--- src/rtl/oaht_pkg.sv ---
// ----------------------------------------------------------------------------
// Open-addressing hash table package
// Shared widths, codes and controller/datapath interface types.
// ----------------------------------------------------------------------------
`default_nettype none

package oaht_pkg;

    localparam int SLOTS_DEF      = 256;
    localparam int KEY_BYTES_DEF  = 4;
    localparam int VALUE_BITS_DEF = 32;

    localparam int KIND_W    = 2;
    localparam int KEY_W     = 32;
    localparam int VALUE_W   = 32;
    localparam int STATUS_W  = 2;
    localparam int SLOT_W    = 8;
    localparam int ENTRIES_W = 9;
    localparam int S_DATA_W  = 64;
    localparam int M_DATA_W  = 56;

    localparam logic [31:0] FNV_OFFSET = 32'd2166136261;
    localparam logic [31:0] FNV_PRIME  = 32'd16777619;

    localparam logic [KIND_W-1:0] KIND_INSERT = 2'd0;
    localparam logic [KIND_W-1:0] KIND_LOOKUP = 2'd1;
    localparam logic [KIND_W-1:0] KIND_REMOVE = 2'd2;
    localparam logic [KIND_W-1:0] KIND_CLEAR  = 2'd3;

    localparam logic [STATUS_W-1:0] STATUS_OK       = 2'd0;
    localparam logic [STATUS_W-1:0] STATUS_NOTFOUND = 2'd1;
    localparam logic [STATUS_W-1:0] STATUS_FULL     = 2'd2;

    localparam logic [1:0] SLOT_EMPTY   = 2'd0;
    localparam logic [1:0] SLOT_REMOVED = 2'd1;
    localparam logic [1:0] SLOT_USED    = 2'd2;

    typedef enum logic [5:0] {
        ST_IDLE  = 6'b000001,
        ST_HASH  = 6'b000010,
        ST_SEED  = 6'b000100,
        ST_READ  = 6'b001000,
        ST_CHECK = 6'b010000,
        ST_CLEAR = 6'b100000
    } state_t;

    typedef struct packed {
        logic load;
        logic hash_step;
        logic seed;
        logic rd;
        logic check;
        logic clr_step;
        logic clr_done;
        logic out_load;
    } cmd_t;

    typedef struct packed {
        logic hash_last;
        logic probe_end;
        logic clr_last;
    } sts_t;

endpackage

`default_nettype wire

--- src/rtl/oaht_ctrl.sv ---
// ----------------------------------------------------------------------------
// Open-addressing hash table controller
// Sequences hashing, probing, clearing and result hand-off.
// ----------------------------------------------------------------------------
`default_nettype none

module oaht_ctrl (
    input  wire logic                       clk,
    input  wire logic                       rst_n,
    input  wire logic                       s_valid,
    input  wire logic [oaht_pkg::KIND_W-1:0] s_kind,
    output logic                            s_ready,
    output logic                            m_valid,
    input  wire logic                       m_ready,
    input  wire oaht_pkg::sts_t             sts,
    output oaht_pkg::cmd_t                  cmd
);

    oaht_pkg::state_t state_reg, state_next;
    logic init_reg, init_next;
    logic pend_reg, pend_next;
    logic valid_reg, valid_next;
    logic out_free;

    assign out_free = !valid_reg || m_ready;
    assign s_ready  = (state_reg == oaht_pkg::ST_IDLE) && !pend_reg;
    assign m_valid  = valid_reg;

    always_comb
    begin
        state_next = state_reg;
        init_next  = init_reg;
        pend_next  = pend_reg;
        cmd        = '0;
        unique case (state_reg)
            oaht_pkg::ST_IDLE:
            begin
                if (pend_reg)
                begin
                    if (out_free)
                    begin
                        cmd.out_load = 1'b1;
                        pend_next    = 1'b0;
                    end
                end
                else if (s_valid)
                begin
                    cmd.load = 1'b1;
                    state_next = (s_kind == oaht_pkg::KIND_CLEAR) ?
                                 oaht_pkg::ST_CLEAR : oaht_pkg::ST_HASH;
                end
            end
            oaht_pkg::ST_HASH:
            begin
                cmd.hash_step = 1'b1;
                if (sts.hash_last)
                    state_next = oaht_pkg::ST_SEED;
            end
            oaht_pkg::ST_SEED:
            begin
                cmd.seed   = 1'b1;
                state_next = oaht_pkg::ST_READ;
            end
            oaht_pkg::ST_READ:
            begin
                cmd.rd     = 1'b1;
                state_next = oaht_pkg::ST_CHECK;
            end
            oaht_pkg::ST_CHECK:
            begin
                cmd.check = 1'b1;
                if (sts.probe_end)
                begin
                    state_next = oaht_pkg::ST_IDLE;
                    pend_next  = 1'b1;
                end
                else
                    state_next = oaht_pkg::ST_READ;
            end
            oaht_pkg::ST_CLEAR:
            begin
                cmd.clr_step = 1'b1;
                if (sts.clr_last)
                begin
                    cmd.clr_done = 1'b1;
                    state_next   = oaht_pkg::ST_IDLE;
                    pend_next    = !init_reg;
                    init_next    = 1'b0;
                end
            end
            default:
                state_next = oaht_pkg::ST_IDLE;
        endcase
    end

    always_comb
    begin
        valid_next = valid_reg;
        if (cmd.out_load)
            valid_next = 1'b1;
        else if (m_ready)
            valid_next = 1'b0;
    end

    always_ff @(posedge clk or negedge rst_n)
    begin
        if (!rst_n)
        begin
            state_reg <= oaht_pkg::ST_CLEAR;
            init_reg  <= 1'b1;
            pend_reg  <= 1'b0;
            valid_reg <= 1'b0;
        end
        else
        begin
            state_reg <= state_next;
            init_reg  <= init_next;
            pend_reg  <= pend_next;
            valid_reg <= valid_next;
        end
    end

endmodule

`default_nettype wire

--- config.mk ---
export PLATFORM = sky130hd
export DESIGN_NAME = oaht_ctrl
export DESIGN_NICKNAME = d
export VERILOG_FILES = /design/src/rtl/oaht_pkg.sv /design/src/rtl/oaht_ctrl.sv
export SDC_FILE = /design/constraint.sdc
export NUM_CORES = 1
export LEC_CHECK = 0
export BUFFER_PORTS_ARGS = -buffer_cell sky130_fd_sc_hd__buf_2
export CAP_MARGIN = 20
export CORE_MARGIN = 10
export CORE_UTILIZATION = 30
export CTS_CLUSTER_SIZE = 24
export DETAILED_ROUTE_END_ITERATION = 8
export SLEW_MARGIN = 25
export SYNTH_ARGS = -nofsm -noshare
export SYNTH_HDL_FRONTEND = slang
export SYNTH_SLANG_ARGS = --single-unit
--- constraint.sdc ---
create_clock -name clk -period 2.3 [get_ports clk]
set_clock_uncertainty 0.2 [all_clocks]
set_input_delay 0.115 -clock clk [delete_from_list [all_inputs] [get_ports clk]]
set_output_delay 0.115 -clock clk [all_outputs]
set_load 0.005 [all_outputs]
## Word-level counts from Yosys, hierarchy flattened

Index checks and enable logic that the tools add are counted.

| operators by class | value |
|---|---|
| eq/ne operators | 12 |
| multiplexer cells | 26 |
| reductions and logical operators | 10 |

Operators with widths:

| kind | count |
|---|---|
| 6-bit one-hot mux with 6 select lines | 1 |
| 6-bit 2-to-1 mux | 5 |
| 1-bit 2-to-1 mux | 17 |
| 2-bit != test, second input constant | 5 |
| 6-bit by 1-bit equality test with 1-bit output, second input constant | 1 |
| 6-bit by 2-bit equality test with 1-bit output, second input constant | 1 |
| 6-bit by 3-bit equality test with 1-bit output, second input constant | 1 |
| 6-bit by 4-bit equality test with 1-bit output, second input constant | 1 |
| 6-bit by 5-bit equality test with 1-bit output, second input constant | 1 |
| 6-bit equality test, second input constant | 1 |
| 4-bit 2-to-1 mux | 1 |
| 4-bit AND reduction | 1 |
| 1-bit zero test | 3 |
| 1-bit one-hot mux with 3 select lines | 1 |
| 3-bit AND reduction | 1 |
| 3-bit nonzero test | 1 |
| 2-bit equality test, second input constant | 1 |
| 2-bit 2-to-1 mux | 1 |
| 2-bit AND reduction | 1 |
| 2-bit nonzero test | 1 |
| 1-bit logical AND | 1 |
| 1-bit logical OR | 1 |

| storage, ports and cells | value |
|---|---|
| register bits | 9 |
| input bits | 9 |
| logic and storage cells | 52 |

## Depth between registers and ports, before layout

| depth | value |
|---|---|
| word-level depth | 6 |
| depth in mapped cells | 5 |
| mapped depth without buffers | 4 |

## Worst setup path before layout

No wires, ideal clock.

| path | value |
|---|---|
| path type | reg-to-reg |
| start point | register state_reg[3] |
| end point | register state_reg[0] |
| library setup time | 0.128 ns |
| arrival | 1.517 ns |
| required time | 1.972 ns |
| setup slack | 0.454 ns |
| cell stages (with the launch flop) | 6 |
| path buffers | 1 |
| clock period less this slack | 1.846 ns |
| cell sequence | dfrtp_1 > buf_6 > or4b_1 > or3_4 > o22ai_1 > a31oi_1 |

| on the way | value |
|---|---|
| word-level cells in the longest chain between the ends | 3 |
| elaborated cells between the ends (all ways) | 12 |
| those cells by class | 10 x eq/ne; 1 x mux; 1 x reduce/logical |

Ends and longest elaborated chain:

| element | line | source |
|---|---|---|
| from (decl) | oaht_ctrl.sv:19 | `oaht_pkg::state_t state_reg, state_next;` |
| from (signal assigned) | oaht_ctrl.sv:109 | `state_reg <= oaht_pkg::ST_CLEAR;` |
| from (signal assigned) | oaht_ctrl.sv:116 | `state_reg <= state_next;` |
| 6-bit by 1-bit equality test with 1-bit output, or another cell as far along | oaht_ctrl.sv:35 | `unique case (state_reg)` |
| 2-bit != test (no line) | -- |  |
| 4-bit AND reduction (no line) | -- |  |

Several ways; a longest one is shown, not always the timed one.
A chain may end at the register's enable or synchronous reset.

==> results by group <==
Power and ir drop
  • Internal cell power: 375 uW
  • Switching power summed over all nets: 216 uW
  • Proportion of power drawn by flip-flops and latches: 0.371
  • Part of the total power dissipated in combinational logic: 0.417
  • Power density over the cells: 801 nW/um^2
  • Part of the total power dissipated in the clock network: 0.212
  • Switching part of the total: 0.366
  • Static leakage power: 0.000392 uW
  • Peak supply drop: 0.000479 V

Timing
  • Final cycle utilization of the critical path: 0.937
  • Final max-slew violation count: 0
  • Headroom to the max-slew limit: 0.723
  • Maximum clock rate: 0.464 GHz
  • Worst slew pin tran: 413 ps
  • Setup TNS: 0 ps
  • # setup viols final: 0
  • Setup repair after global routing missed its margin: false
  • Fin. Hold Viols: 0
  • Post-layout min period: 2150 ps

Drt
  • M1 wire length: 640 um
  • Initial drt markers: 18
  • Met2 layer wire length in the routed design: 580 um
  • Routed length on met3: 94 um
  • Top sig layer: met4
  • Number of nets with antenna violations after detailed routing: 0
  • Number of vias per cell after detailed routing: 4.78
  • Number of optimization iterations in the first detailed-route pass: 4
  • Routed wire length: 1370 um
  • Drt wl/cell: 12.8 um
  • Routed via count: 511
  • Final routed DRC violation total: 0

Flow run
  • Max_cap viols: 0

Outcome
  • Run status: complete, no violations

Placement
  • Count of buffers from port buffering: 18
  • Placement-stage cell area: 642 um^2
  • Final HPWL from detailed placement: 1040 um
  • Last weighted congestion value of the routability-driven placer: 0.813

Global route
  • Vias in the first global route: 541
  • Maximum number of pins on one net before global-route repair: 10
  • GRT Total Usage: 0.0793
  • Global route total overflow: 0
  • Initial antenna violation count: 0
  • Global-route wire length before repair: 2440 um

Synth
  • Top cells by count, synth: sky130_fd_sc_hd__dfrtp_1 (7), sky130_fd_sc_hd__nand2_1 (4), sky130_fd_sc_hd__nor2_1 (4)
  • Synthesized area divided by synthesized cell count: 9.72 um^2
  • Top cell type by total area after synthesis: sky130_fd_sc_hd__dfrtp_1
  • Async set-or-reset flop fraction in the synthesized netlist: 1.00
  • Portion of the post-synthesis area used by sequential elements: 0.418
  • Number of different library cells in the post-synthesis netlist: 31
  • Post-synth top area share: 0.322
  • Number of enable flip-flop cells after synthesis: 0
  • #FFs+latches synth: 9
  • Instance count of the mapped netlist: 56
  • Most instantiated flip-flop cell in the synthesis netlist: sky130_fd_sc_hd__dfrtp_1
  • Net count of the mapped netlist: 65
  • Synth warnings: 0
  • Most frequent cell after synthesis: sky130_fd_sc_hd__dfrtp_1
  • Largest cells by area after synthesis: sky130_fd_sc_hd__dfrtp_1 (32%), sky130_fd_sc_hd__dfstp_2 (9.7%), sky130_fd_sc_hd__and4b_2 (6.2%)
  • Post-Synthesis Cell Area: 544 um^2

Clock network
  • Maximum level of the CTS H-tree: 1
  • Post-CTS clock slew at the launch and capture registers of the worst setup and hold paths: 60 ps
  • Setup fix buffers added after clock tree synthesis: 0
  • CTS buffer count: 3
  • TritonCTS clock tree: yes
  • Clock tree root driver cell: sky130_fd_sc_hd__clkbuf_4
  • Clk buf depth: 2
  • Number of clock sinks seen by CTS: 9
  • Clock latency at the later pin of the worst-skew pair: 270 ps
  • Count of cells resized by post-cts repair: 0

Setup path
  • Kind of critical path: reg2out
  • Peak fanout along the critical path: 8
  • Kind of end point of the critical path: primary output
  • Req. time, crit path: 1990 ps
  • Arrival @ worst endpoint: 1840 ps
  • Setup crit start kind: flip-flop

Layout
  • Max FFs per register: 6
  • Fin area: 738 um^2
  • Filler cells: 194
  • Net count reported at finish: 92
  • Antenna cell count: 0
  • Layout cell share with drive strength beyond 1: 0.366
  • Area Growth Syn to Fin: 35.6%

Die
  • Total die area: 3920 um^2
  • Die W: 62.6 um
  • Chip height: 62.6 um
  • Top-Level Pins: 19
  • Core ar.: 1730 um^2
  • Total number of placement rows: 15
  • Initial Utilization: 0.315

Worst hold path
  • Worst min-delay path category: in2async
## through the flow
stage	std cells	total power (uW)	hold slack [ps]	setup WS, ps	util
2_1_floorplan	56	386	-381	454	-
3_3_place_gp	96	460	-221	396	0.372
3_5_place_dp	96	460	-223	391	0.372
4_1_cts	107	600	19.9	139	0.428
5_1_grt	107	644	49.5	75.6	0.428
6_report	107	592	23.4	146	0.428
## routing by layer
metal / track usage / vias up
met1: 0.0856 / 229
met3: 0.0394 / 5
li1: - / 258
met2: 0.113 / 19
met5: 0 / -
met4: 0.0670 / 0
## cell families after synthesis
kind of cell    count (synthesis)  share of synthesized area
xor+xnor                        1                     0.0161
buf+inv                         7                     0.0713
compound gates                 11                      0.143
simple gates                   28                      0.352
flops                           9                      0.418
## worst max-delay path: stages, from the launching register on
cell	delay, ps
sky130_fd_sc_hd__dfrtp_1	440
sky130_fd_sc_hd__or4_4	550
sky130_fd_sc_hd__or3_4	410
sky130_fd_sc_hd__inv_2	60
sky130_fd_sc_hd__buf_2	100
## power groups by stage
stage / logic, uW / registers, uW / clock network [uW]
after floorplan: 177 / 209 / 0
after global placement: 238 / 222 / 0
after detailed placement: 240 / 221 / 0
after CTS: 249 / 219 / 132
after global routing: 278 / 226 / 140
final: 247 / 220 / 125
## area by class of cell
type / instances / area, um^2 / share of cell area
Tap cell: 25 / 31.3 / 0.0424
Sequential cell: 9 / 228 / 0.308
Multi-Input combinational cell: 40 / 278 / 0.376
Clock buffer: 4 / 26.3 / 0.0356
Inverter: 4 / 15.0 / 0.0203
Timing Repair Buffer: 25 / 160 / 0.217
## repair_timing
action	4_1_cts	5_1_grt
setup endpoints to repair	0	0
hold buffers	7	0
endpoints found under the hold margin	16	0
## cell usage in the layout, fill, tap and decap left out
cell and n:
sky130_fd_sc_hd__inv_2 1, sky130_fd_sc_hd__o2bb2ai_1 1, sky130_fd_sc_hd__clkbuf_1 1, sky130_fd_sc_hd__or4b_1 1, sky130_fd_sc_hd__o211ai_1 2, sky130_fd_sc_hd__and3_1 1, sky130_fd_sc_hd__or3_4 2, sky130_fd_sc_hd__nand3_1 1
sky130_fd_sc_hd__a21o_1 1, sky130_fd_sc_hd__a31oi_1 2, sky130_fd_sc_hd__and4b_2 3, sky130_fd_sc_hd__dlygate4sd3_1 7, sky130_fd_sc_hd__or4_4 1, sky130_fd_sc_hd__o21ai_0 1, sky130_fd_sc_hd__and4_1 1, sky130_fd_sc_hd__nor2_1 4
sky130_fd_sc_hd__nor3_1 2, sky130_fd_sc_hd__nor2b_1 2, sky130_fd_sc_hd__inv_1 3, sky130_fd_sc_hd__buf_2 18, sky130_fd_sc_hd__dfrtp_1 7, sky130_fd_sc_hd__nand4_1 1, sky130_fd_sc_hd__xor2_1 1, sky130_fd_sc_hd__dfstp_2 2
sky130_fd_sc_hd__nand2b_1 3, sky130_fd_sc_hd__and4b_1 1, sky130_fd_sc_hd__a211oi_1 1, sky130_fd_sc_hd__a221oi_1 1, sky130_fd_sc_hd__and2_1 1, sky130_fd_sc_hd__o22ai_1 2, sky130_fd_sc_hd__nand2_1 4, sky130_fd_sc_hd__clkbuf_4 3
## final timing paths
check,depth (start not counted),startpoint,endpoint,slack [ps]
min,2,rst_n,state_reg[0],20
max,4,state_reg[4],cmd[7],150
max in group asynchronous,2,rst_n,state_reg[5],1630
max reg2reg,4,state_reg[4],state_reg[0],380
min reg2reg,1,init_reg,init_reg,290
min in group clk,4,s_valid,state_reg[5],50
Note: power is estimated with default switching activity, not from simulation.
